`config.mk`:
```
export PLATFORM = sky130hd
export DESIGN_NAME = temperature_log_statistics_unit
export DESIGN_NICKNAME = d
export VERILOG_FILES = /design/src/design/tls_pkg.sv /design/src/design/tls_ctrl.sv /design/src/design/tls_datapath.sv /design/src/design/temperature_log_statistics_unit.sv
export SDC_FILE = /design/constraint.sdc
export NUM_CORES = 1
export LEC_CHECK = 0
export BUFFER_PORTS_ARGS = -buffer_cell sky130_fd_sc_hd__buf_2
export CORE_MARGIN = 4
export CORE_UTILIZATION = 60
export DETAILED_ROUTE_END_ITERATION = 10
export PLACE_DENSITY = 0.79
export SYNTH_ARGS = -nofsm -noshare
export SYNTH_HDL_FRONTEND = slang
export SYNTH_SLANG_ARGS = --single-unit
```
`constraint.sdc`:
```
create_clock -name clk -period 10.4 [get_ports clk]
set_input_delay 0.52 -clock clk [delete_from_list [all_inputs] [get_ports clk]]
set_output_delay 0.52 -clock clk [all_outputs]
set_load 0.005 [all_outputs]
```
`src/design/tls_pkg.sv`:
```
// Shared types and constants for the temperature log statistics unit.
// Used by the controller, the datapath, the top level and the checker.
// No dependencies.
package tls_pkg;

    localparam int DEF_MAX_READINGS = 1024;

    localparam int READING_W = 16;
    localparam int VAL_W     = 15;
    localparam int COUNT_W   = 11;
    localparam int INDEX_W   = 10;
    localparam int CFG_IDX_W = 2;

    localparam int QUO_W  = VAL_W;
    localparam int STEP_W = $clog2(QUO_W);

    localparam logic [CFG_IDX_W-1:0] REG_NORMAL_LIMIT    = 2'd0;
    localparam logic [CFG_IDX_W-1:0] REG_WARNING_LIMIT   = 2'd1;
    localparam logic [CFG_IDX_W-1:0] REG_CRITICAL_LIMIT  = 2'd2;
    localparam logic [CFG_IDX_W-1:0] REG_ALERT_THRESHOLD = 2'd3;

    localparam logic signed [READING_W-1:0] RST_NORMAL_LIMIT    = 16'sd2900;
    localparam logic signed [READING_W-1:0] RST_WARNING_LIMIT   = 16'sd4400;
    localparam logic signed [READING_W-1:0] RST_CRITICAL_LIMIT  = 16'sd5900;
    localparam logic signed [READING_W-1:0] RST_ALERT_THRESHOLD = 16'sd4500;

    localparam int NUM_BANDS = 4;
    localparam logic [1:0] BAND_NORMAL   = 2'd0;
    localparam logic [1:0] BAND_WARNING  = 2'd1;
    localparam logic [1:0] BAND_CRITICAL = 2'd2;
    localparam logic [1:0] BAND_SHUTDOWN = 2'd3;

    typedef struct packed {
        logic beat;
        logic last;
        logic div_step;
        logic load_out;
    } tls_cmd_t;

endpackage

```
`src/design/tls_ctrl.sv`:
```
// Controller for the temperature log statistics unit: input gating, the
// mean division sequence and the output register valid flag.
// Depends on tls_pkg.
module tls_ctrl
    import tls_pkg::*;
(
    input  logic     clk,
    input  logic     rst_n,
    input  logic     in_valid,
    input  logic     final_reading,
    input  logic     out_stall,
    output logic     in_stall,
    output logic     out_valid,
    output tls_cmd_t cmd
);

    typedef enum logic [1:0] {
        ST_ACCEPT,
        ST_DIVIDE,
        ST_WRITE
    } state_t;

    state_t              state_reg;
    state_t              state_next;
    logic [STEP_W-1:0]   step_reg;
    logic [STEP_W-1:0]   step_next;
    logic                out_valid_reg;
    logic                out_valid_next;
    logic                out_free;

    always_comb
    begin
        cmd.beat     = in_valid && (state_reg == ST_ACCEPT);
        cmd.last     = cmd.beat && final_reading;
        cmd.div_step = (state_reg == ST_DIVIDE);
        out_free     = !out_valid_reg || !out_stall;
        cmd.load_out = (state_reg == ST_WRITE) && out_free;

        state_next     = state_reg;
        step_next      = step_reg;
        out_valid_next = out_valid_reg && out_stall;

        case (state_reg)
            ST_ACCEPT:
            begin
                if (cmd.last)
                begin
                    state_next = ST_DIVIDE;
                    step_next  = '0;
                end
            end
            ST_DIVIDE:
            begin
                step_next = step_reg + 1'b1;
                if (step_reg == STEP_W'(QUO_W - 1))
                begin
                    state_next = ST_WRITE;
                end
            end
            ST_WRITE:
            begin
                if (out_free)
                begin
                    out_valid_next = 1'b1;
                    state_next     = ST_ACCEPT;
                end
            end
            default:
            begin
                state_next = ST_ACCEPT;
            end
        endcase
    end

    always_ff @(posedge clk or negedge rst_n)
    begin
        if (!rst_n)
        begin
            state_reg     <= ST_ACCEPT;
            step_reg      <= '0;
            out_valid_reg <= 1'b0;
        end
        else
        begin
            state_reg     <= state_next;
            step_reg      <= step_next;
            out_valid_reg <= out_valid_next;
        end
    end

    assign in_stall  = (state_reg != ST_ACCEPT);
    assign out_valid = out_valid_reg;

endmodule

```
`src/design/tls_datapath.sv`:
```
// Datapath for the temperature log statistics unit: limit registers,
// running statistics, result snapshot, restoring divider and output register.
// Depends on tls_pkg; driven by tls_ctrl through tls_cmd_t.
module tls_datapath
    import tls_pkg::*;
#(
    parameter int MAX_READINGS = DEF_MAX_READINGS
)
(
    input  logic                        clk,
    input  logic                        rst_n,
    input  tls_cmd_t                    cmd,
    input  logic                        cfg_write,
    input  logic [CFG_IDX_W-1:0]        cfg_index,
    input  logic signed [READING_W-1:0] cfg_data,
    input  logic signed [READING_W-1:0] reading,
    output logic [VAL_W-1:0]            lowest_reading,
    output logic [VAL_W-1:0]            highest_reading,
    output logic [VAL_W-1:0]            mean_reading,
    output logic [COUNT_W-1:0]          normal_count,
    output logic [COUNT_W-1:0]          warning_count,
    output logic [COUNT_W-1:0]          critical_count,
    output logic [COUNT_W-1:0]          shutdown_count,
    output logic [COUNT_W-1:0]          error_count,
    output logic                        any_valid,
    output logic                        alert_found,
    output logic [INDEX_W-1:0]          alert_index,
    output logic signed [READING_W-1:0] alert_value
);

    localparam int CNT_W = $clog2(MAX_READINGS + 1);
    localparam int POS_W = $clog2(MAX_READINGS);
    localparam int SUM_W = CNT_W + VAL_W;

    localparam logic [CNT_W-1:0] CNT_MAX = CNT_W'(MAX_READINGS);
    localparam logic [POS_W-1:0] POS_MAX = POS_W'(MAX_READINGS - 1);

    logic signed [READING_W-1:0] normal_limit_reg;
    logic signed [READING_W-1:0] warning_limit_reg;
    logic signed [READING_W-1:0] critical_limit_reg;
    logic signed [READING_W-1:0] alert_threshold_reg;

    logic [VAL_W-1:0]            low_reg,       low_next;
    logic [VAL_W-1:0]            high_reg,      high_next;
    logic [SUM_W-1:0]            sum_reg,       sum_next;
    logic [CNT_W-1:0]            total_reg,     total_next;
    logic [CNT_W-1:0]            tally_reg      [NUM_BANDS];
    logic [CNT_W-1:0]            tally_next     [NUM_BANDS];
    logic [CNT_W-1:0]            err_reg,       err_next;
    logic [POS_W-1:0]            pos_reg,       pos_next;
    logic                        seen_reg,      seen_next;
    logic                        alert_reg,     alert_next;
    logic [POS_W-1:0]            alert_pos_reg, alert_pos_next;
    logic signed [READING_W-1:0] alert_val_reg, alert_val_next;

    logic [VAL_W-1:0]            value;
    logic [1:0]                  band_sel;

    logic [VAL_W-1:0]            hold_low_reg;
    logic [VAL_W-1:0]            hold_high_reg;
    logic [CNT_W-1:0]            hold_tally_reg [NUM_BANDS];
    logic [CNT_W-1:0]            hold_err_reg;
    logic                        hold_seen_reg;
    logic                        hold_alert_reg;
    logic [POS_W-1:0]            hold_alert_pos_reg;
    logic signed [READING_W-1:0] hold_alert_val_reg;

    logic [SUM_W-1:0]            rem_reg;
    logic [SUM_W-1:0]            dsh_reg;
    logic [QUO_W-1:0]            quo_reg;

    logic [POS_W+INDEX_W-1:0]    pos_wide;
    logic [CNT_W+COUNT_W-1:0]    cnt_wide       [NUM_BANDS];
    logic [CNT_W+COUNT_W-1:0]    err_wide;

    always_ff @(posedge clk or negedge rst_n)
    begin
        if (!rst_n)
        begin
            normal_limit_reg    <= RST_NORMAL_LIMIT;
            warning_limit_reg   <= RST_WARNING_LIMIT;
            critical_limit_reg  <= RST_CRITICAL_LIMIT;
            alert_threshold_reg <= RST_ALERT_THRESHOLD;
        end
        else if (cfg_write)
        begin
            case (cfg_index)
                REG_NORMAL_LIMIT:    normal_limit_reg    <= cfg_data;
                REG_WARNING_LIMIT:   warning_limit_reg   <= cfg_data;
                REG_CRITICAL_LIMIT:  critical_limit_reg  <= cfg_data;
                REG_ALERT_THRESHOLD: alert_threshold_reg <= cfg_data;
                default:             normal_limit_reg    <= normal_limit_reg;
            endcase
        end
    end

    always_comb
    begin
        value = reading[VAL_W-1:0];

        if (reading <= normal_limit_reg)
            band_sel = BAND_NORMAL;
        else if (reading <= warning_limit_reg)
            band_sel = BAND_WARNING;
        else if (reading <= critical_limit_reg)
            band_sel = BAND_CRITICAL;
        else
            band_sel = BAND_SHUTDOWN;

        alert_next     = alert_reg;
        alert_pos_next = alert_pos_reg;
        alert_val_next = alert_val_reg;
        if (!alert_reg && (reading >= alert_threshold_reg))
        begin
            alert_next     = 1'b1;
            alert_pos_next = pos_reg;
            alert_val_next = reading;
        end

        low_next   = low_reg;
        high_next  = high_reg;
        sum_next   = sum_reg;
        total_next = total_reg;
        err_next   = err_reg;
        seen_next  = seen_reg;
        for (int b = 0; b < NUM_BANDS; b++)
        begin
            tally_next[b] = tally_reg[b];
        end

        if (reading[READING_W-1])
        begin
            if (err_reg < CNT_MAX)
                err_next = err_reg + 1'b1;
        end
        else
        begin
            seen_next = 1'b1;
            if (!seen_reg || (value < low_reg))
                low_next = value;
            if (!seen_reg || (value > high_reg))
                high_next = value;
            if (total_reg < CNT_MAX)
            begin
                sum_next   = sum_reg + {{CNT_W{1'b0}}, value};
                total_next = total_reg + 1'b1;
            end
            if (tally_reg[band_sel] < CNT_MAX)
                tally_next[band_sel] = tally_reg[band_sel] + 1'b1;
        end

        pos_next = (pos_reg < POS_MAX) ? pos_reg + 1'b1 : pos_reg;
    end

    always_ff @(posedge clk or negedge rst_n)
    begin
        if (!rst_n)
        begin
            low_reg       <= '0;
            high_reg      <= '0;
            sum_reg       <= '0;
            total_reg     <= '0;
            err_reg       <= '0;
            pos_reg       <= '0;
            seen_reg      <= 1'b0;
            alert_reg     <= 1'b0;
            alert_pos_reg <= '0;
            alert_val_reg <= '0;
            for (int b = 0; b < NUM_BANDS; b++)
            begin
                tally_reg[b] <= '0;
            end
        end
        else if (cmd.last)
        begin
            low_reg       <= '0;
            high_reg      <= '0;
            sum_reg       <= '0;
            total_reg     <= '0;
            err_reg       <= '0;
            pos_reg       <= '0;
            seen_reg      <= 1'b0;
            alert_reg     <= 1'b0;
            alert_pos_reg <= '0;
            alert_val_reg <= '0;
            for (int b = 0; b < NUM_BANDS; b++)
            begin
                tally_reg[b] <= '0;
            end
        end
        else if (cmd.beat)
        begin
            low_reg       <= low_next;
            high_reg      <= high_next;
            sum_reg       <= sum_next;
            total_reg     <= total_next;
            err_reg       <= err_next;
            pos_reg       <= pos_next;
            seen_reg      <= seen_next;
            alert_reg     <= alert_next;
            alert_pos_reg <= alert_pos_next;
            alert_val_reg <= alert_val_next;
            for (int b = 0; b < NUM_BANDS; b++)
            begin
                tally_reg[b] <= tally_next[b];
            end
        end
    end

    // The mean is below 2^15, so fifteen restoring steps with the divisor
    // pre-shifted by fourteen places produce the whole quotient.
    always_ff @(posedge clk)
    begin
        if (cmd.last)
        begin
            hold_low_reg       <= low_next;
            hold_high_reg      <= high_next;
            hold_err_reg       <= err_next;
            hold_seen_reg      <= seen_next;
            hold_alert_reg     <= alert_next;
            hold_alert_pos_reg <= alert_pos_next;
            hold_alert_val_reg <= alert_val_next;
            for (int b = 0; b < NUM_BANDS; b++)
            begin
                hold_tally_reg[b] <= tally_next[b];
            end
            rem_reg <= sum_next;
            dsh_reg <= {1'b0, total_next, {(QUO_W-1){1'b0}}};
            quo_reg <= '0;
        end
        else if (cmd.div_step)
        begin
            if (rem_reg >= dsh_reg)
            begin
                rem_reg <= rem_reg - dsh_reg;
                quo_reg <= {quo_reg[QUO_W-2:0], 1'b1};
            end
            else
            begin
                quo_reg <= {quo_reg[QUO_W-2:0], 1'b0};
            end
            dsh_reg <= dsh_reg >> 1;
        end
    end

    always_comb
    begin
        pos_wide = {{INDEX_W{1'b0}}, hold_alert_pos_reg};
        err_wide = {{COUNT_W{1'b0}}, hold_err_reg};
        for (int b = 0; b < NUM_BANDS; b++)
        begin
            cnt_wide[b] = {{COUNT_W{1'b0}}, hold_tally_reg[b]};
        end
    end

    always_ff @(posedge clk)
    begin
        if (cmd.load_out)
        begin
            lowest_reading  <= hold_low_reg;
            highest_reading <= hold_high_reg;
            mean_reading    <= hold_seen_reg ? quo_reg : '0;
            normal_count    <= cnt_wide[BAND_NORMAL][COUNT_W-1:0];
            warning_count   <= cnt_wide[BAND_WARNING][COUNT_W-1:0];
            critical_count  <= cnt_wide[BAND_CRITICAL][COUNT_W-1:0];
            shutdown_count  <= cnt_wide[BAND_SHUTDOWN][COUNT_W-1:0];
            error_count     <= err_wide[COUNT_W-1:0];
            any_valid       <= hold_seen_reg;
            alert_found     <= hold_alert_reg;
            alert_index     <= pos_wide[INDEX_W-1:0];
            alert_value     <= hold_alert_val_reg;
        end
    end

endmodule

```
`src/design/temperature_log_statistics_unit.sv`:
```
// Top level of the temperature log statistics unit.
// Instantiates tls_ctrl and tls_datapath; depends on tls_pkg.
//
// Readings arrive on the input channel (in_valid, in_stall, reading,
// final_reading), one beat per reading, with final_reading set on the last
// beat of a log. After the last beat the input stalls while a restoring
// divider forms the truncated mean, one quotient bit per cycle, and then
// the result moves into the output register once that register is free.
// The result leaves on the output channel (out_valid, out_stall and the
// result fields) as one beat per log. While that beat is stalled the next
// log is still accepted; only the next result waits for the register, and
// the input stays stalled while it waits.
// Limits must be written via cfg_write, cfg_index and cfg_data while the
// unit is idle, which the unit does not enforce. Reset restores the default
// limits, clears all running statistics and empties the output register.
module temperature_log_statistics_unit
    import tls_pkg::*;
#(
    parameter int MAX_READINGS = DEF_MAX_READINGS
)
(
    input  logic                        clk,
    input  logic                        rst_n,
    input  logic                        cfg_write,
    input  logic [CFG_IDX_W-1:0]        cfg_index,
    input  logic signed [READING_W-1:0] cfg_data,
    input  logic                        in_valid,
    output logic                        in_stall,
    input  logic signed [READING_W-1:0] reading,
    input  logic                        final_reading,
    output logic                        out_valid,
    input  logic                        out_stall,
    output logic [VAL_W-1:0]            lowest_reading,
    output logic [VAL_W-1:0]            highest_reading,
    output logic [VAL_W-1:0]            mean_reading,
    output logic [COUNT_W-1:0]          normal_count,
    output logic [COUNT_W-1:0]          warning_count,
    output logic [COUNT_W-1:0]          critical_count,
    output logic [COUNT_W-1:0]          shutdown_count,
    output logic [COUNT_W-1:0]          error_count,
    output logic                        any_valid,
    output logic                        alert_found,
    output logic [INDEX_W-1:0]          alert_index,
    output logic signed [READING_W-1:0] alert_value
);

    tls_cmd_t cmd;

    tls_ctrl u_ctrl (
        .clk           (clk),
        .rst_n         (rst_n),
        .in_valid      (in_valid),
        .final_reading (final_reading),
        .out_stall     (out_stall),
        .in_stall      (in_stall),
        .out_valid     (out_valid),
        .cmd           (cmd)
    );

    tls_datapath #(
        .MAX_READINGS (MAX_READINGS)
    ) u_datapath (
        .clk             (clk),
        .rst_n           (rst_n),
        .cmd             (cmd),
        .cfg_write       (cfg_write),
        .cfg_index       (cfg_index),
        .cfg_data        (cfg_data),
        .reading         (reading),
        .lowest_reading  (lowest_reading),
        .highest_reading (highest_reading),
        .mean_reading    (mean_reading),
        .normal_count    (normal_count),
        .warning_count   (warning_count),
        .critical_count  (critical_count),
        .shutdown_count  (shutdown_count),
        .error_count     (error_count),
        .any_valid       (any_valid),
        .alert_found     (alert_found),
        .alert_index     (alert_index),
        .alert_value     (alert_value)
    );

endmodule

```
==> summary.txt <==
Outcome
  – Status: completed

Setup path
  – CP Depth: 16
  – CP required: between 10 and 15 ns
  – Master of the slowest instance on the critical path: dfstp_2
  – Worst setup path category: flop to flop
  – Largest delay contributor family on the critical path: simple AND/OR/NAND/NOR gates
  – Crit path cell chain: inv_1 > ha_1 > a211o_1 > o211ai_1 > a21oi_1 > nor3_2 > mux2_2 > mux2i_1 > or2_2 > o21a_1 > inv_1 > ha_1 > and2_1 > nor3b_2 > xor2_1 > o21ai_0
  – Crit-path max FO: 12
  – Critical path arrival: between 4 and 5 ns
  – CP endpoint kind: flop
  – CP peak stage delay: between 0.5 and 0.6 ns
  – Reg2Reg Depth: 16
  – Crit path launch type: flop
  – CP Buf/Inv Count: 2

Global routing
  – Total grt overflow: 0
  – Total track usage: between 20% and 30%
  – Largest net degree at the start of global routing: 99
  – Number of global-route vias before repair: 17500
  – Antenna violations before repair: 1
  – First-pass GRT wire length: just over 90000 um

Placement
  – I/O Buffers: 169
  – Detailed Place HPWL: between 30000 and 40000 um
  – Routability cong.: around 0.93
  – Placed cells: 2802
  – Cell Area, Placed: 0.0266 mm2

Synthesis
  – Netlist cell types: 75
  – Top cell type's share of synthesized area: approximately a third
  – Yosys warnings: 0
  – EDFF count, synth: roughly 280
  – Async set-reset flop share out of synthesis: between 40% and 50%
  – Seq cells post-synth: about 540
  – Sequential-to-total area share from yosys stat: between 50% and 60%
  – Post-synth top flop: edfxtp_1
  – Synth area leaders: edfxtp_1 (33%), dfrtp_1 (21%), ha_1 (6.9%)
  – Post-synthesis average cell area: between 10 and 15 um2
  – Post-Syn Area: between 0.02 and 0.03 mm2
  – Gate Count Post-Synth: between 2000 and 2500
  – Post-synth net total: approximately 2300
  – Yosys top cell by area: edfxtp_1

Route
  – DRT iter0 DRCs: between 1000 and 1500
  – Remaining antenna violation count: 0
  – Vias: about 18000
  – Routed vias/inst: 6.04
  – Drt total wl: ~60000 um
  – DRC: 0
  – DRT Pass-1 Iters: 5
  – Wire length per cell: a little over 20 um

Power
  – Worst vdd ir: between 0.1 and 0.15 mV
  – Pwr/cell area: around 250 mW/mm2
  – Leakage: about 12 nW

CTS
  – # clock sinks: roughly 540
  – Deepest clock path buffer count: 3
  – CTS buffer count: 52
  – CTS tree: done
  – Resized cells post-CTS: 0
  – Number of H-tree levels: 2
  – Clock root cell: clkbuf_16
  – Clk_lat worst skew: roughly 0.60 ns
  – Clock transition at the registers of the reported paths: roughly 0.060 ns

Die
  – I/O Pins: 170
  – FP Rows: 74
  – Die height: about 210 um
  – Die area: between 0.04 and 0.05 mm2
  – Core Box Area: just over 0.04 mm2
  – Starting Density: 61.2%
  – Die X: roughly 210 um

Final layout
  – Final nets: about 2500
  – Share of cells above drive strength 1: ~18%
  – Synthesis-to-finish area growth: 12.2%
  – Cell area after layout: 0.0283 mm2
  – Post-route insts no fill: around 2900

Timing
  – Setup TNS: 0 ns
  – Final Hold Vio Count: 0
  – Max Slew Vio Count: 0
  – Finish-stage setup viols: 0
  – Unrepaired setup endpoints after global routing: false
  – Measured slew at the worst slew-check pin: between 1 and 1.5 ns
  – Clock skew: roughly 0.016 ns
  – Min Tclk post-route: between 4 and 5 ns
  – Final worst-path cycle share: a little over two fifths
  – Max_slew headroom: 17.2%
  – Final hold slack: just under 0.2 ns
  – Max Freq: around 0.22 GHz

Min path
  – Worst Hold Class: primary input to flop
  – Worst hold stages: 3

Flow run
  – Max Cap Viol: 0
==> path summary, 6_finish.rpt <==
kind,startpoint,end,slack [ns]
max,u_datapath.critical_limit_reg[9]$_DFFE_PN1P_,u_datapath.hold_tally_reg[1][8]$_DFFE_PP_,5.91
min,out_stall,u_ctrl.out_valid$_DFF_PN0_,0.19
max reg2reg,u_datapath.critical_limit_reg[9]$_DFFE_PN1P_,u_datapath.hold_tally_reg[1][8]$_DFFE_PP_,5.91
min reg2reg,u_datapath.hold_tally_reg[2][4]$_DFFE_PP_,critical_count[4]$_DFFE_PP_,0.41
max in group asynchronous,rst_n,u_datapath.alert_threshold_reg[14]$_DFFE_PN0P_,8.33
min in group asynchronous,rst_n,u_datapath.tally_reg[3]$_DFFE_PN0P_,0.54
==> tightest hold or removal path, cell delays in order <==
cell	delay, ns
buf_2	0.11
nand2_1	0.07
nand2_1	0.06
==> per-stage QoR <==
stage / setup slack [ns] / power (mW) / utilization, %
global route: 5.60 / 7.64 / 68.7
global placement: 5.71 / 5.23 / 64.6
finish: 5.91 / 7.20 / 68.7
detailed placement: 5.59 / 5.35 / 64.6
CTS: 5.95 / 7.21 / 68.7
floorplan: 3.01 / 4.75 / -
==> per-layer routing <==
metal  vias to the layer above  part of all wire (%)  track usage, %
met5                         -                     0               0
met2                       615                    48            41.7
met3                       115                   6.0            3.75
met4                         0                   3.2            9.73
li1                       8151                     -               -
met1                      8639                    43            36.1
==> synthesized netlist by cell type (4+ instances only) <==
cell and n:
a211oi_1 6, a21o_1 33, a21oi_1 99, a22o_1 86, a31oi_1 20, a41o_1 5, and2_1 24, and3_1 20
and4_1 4, buf_1 8, clkbuf_1 71, dfrtp_1 210, dfstp_2 21, dfxtp_1 29, edfxtp_1 278, ha_1 139
inv_1 137, mux2_2 106, mux2i_1 5, nand2_1 273, nand2b_1 14, nand3_1 33, nand4_1 23, nor2_1 82
nor2b_1 19, nor3_1 19, nor4_1 6, o211ai_1 5, o21a_1 16, o21ai_0 169, o21ai_1 10, o21bai_1 9
o22ai_1 13, o31ai_1 16, or2_2 10, or3_1 9, xnor2_1 44, xor2_1 34
==> area by class of cell <==
| cell class | instances | area, um2 |
|---|---|---|
| Sequential cell | 538 | 14700 |
| Fill cell | 2888 | 12900 |
| Multi-Input combinational cell | 1406 | 9700 |
| Clock buffer | 77 | 1500 |
| Timing Repair Buffer | 190 | 1020 |
| Tap cell | 532 | 666 |
| Inverter | 137 | 519 |
| Clock inverter | 20 | 160 |
| Antenna cell | 1 | 2.50 |
==> power breakdown <==
group	internal (mW)	switching (mW)
combinational	0.980	1.37
clock	1.05	0.785
sequential	2.78	0.240
==> logic make-up (layout without fill, tap and decap cells) <==
kind of cell	Yosys count	count (layout)	synth area share [%]
other	0	1	0
buffers and inverters	218	424	3.26
multiplexers	112	112	4.99
AO/OA/AOI/OAI	522	522	13.3
XOR/XNOR	79	79	2.77
AND/OR/NAND/NOR	552	552	10.1
flip-flops	538	538	58.4
adder cells (fa/ha/maj)	141	141	7.06
==> cell usage in the layout (no fill, tap or decap), drive strengths merged, types with 6 or more instances in the layout <==
cell type and n:
edfxtp 278, nand2 273, dfrtp 210, buf 189
o21ai 179, ha 139, inv 139, mux2 106
a21oi 99, a22o 86, nor2 82, clkbuf 77
xnor2 44, xor2 35, nand3 33, a21o 33
dfxtp 29, and2 25, nand4 24, nor3 22
dfstp 21, and3 20, a31oi 20, nor2b 19
o21a 16, o31ai 16, nand2b 14, clkinv 14
o22ai 13, or2 12, or3 9, o21bai 9
a211oi 7, nor4 7, mux2i 6
==> repair_timing <==
item	in CTS	in global routing
hold buffers	1	0
buffers inserted	0	0
endpoints found under the hold margin	57	0
Power figures use the tool's default switching activity.
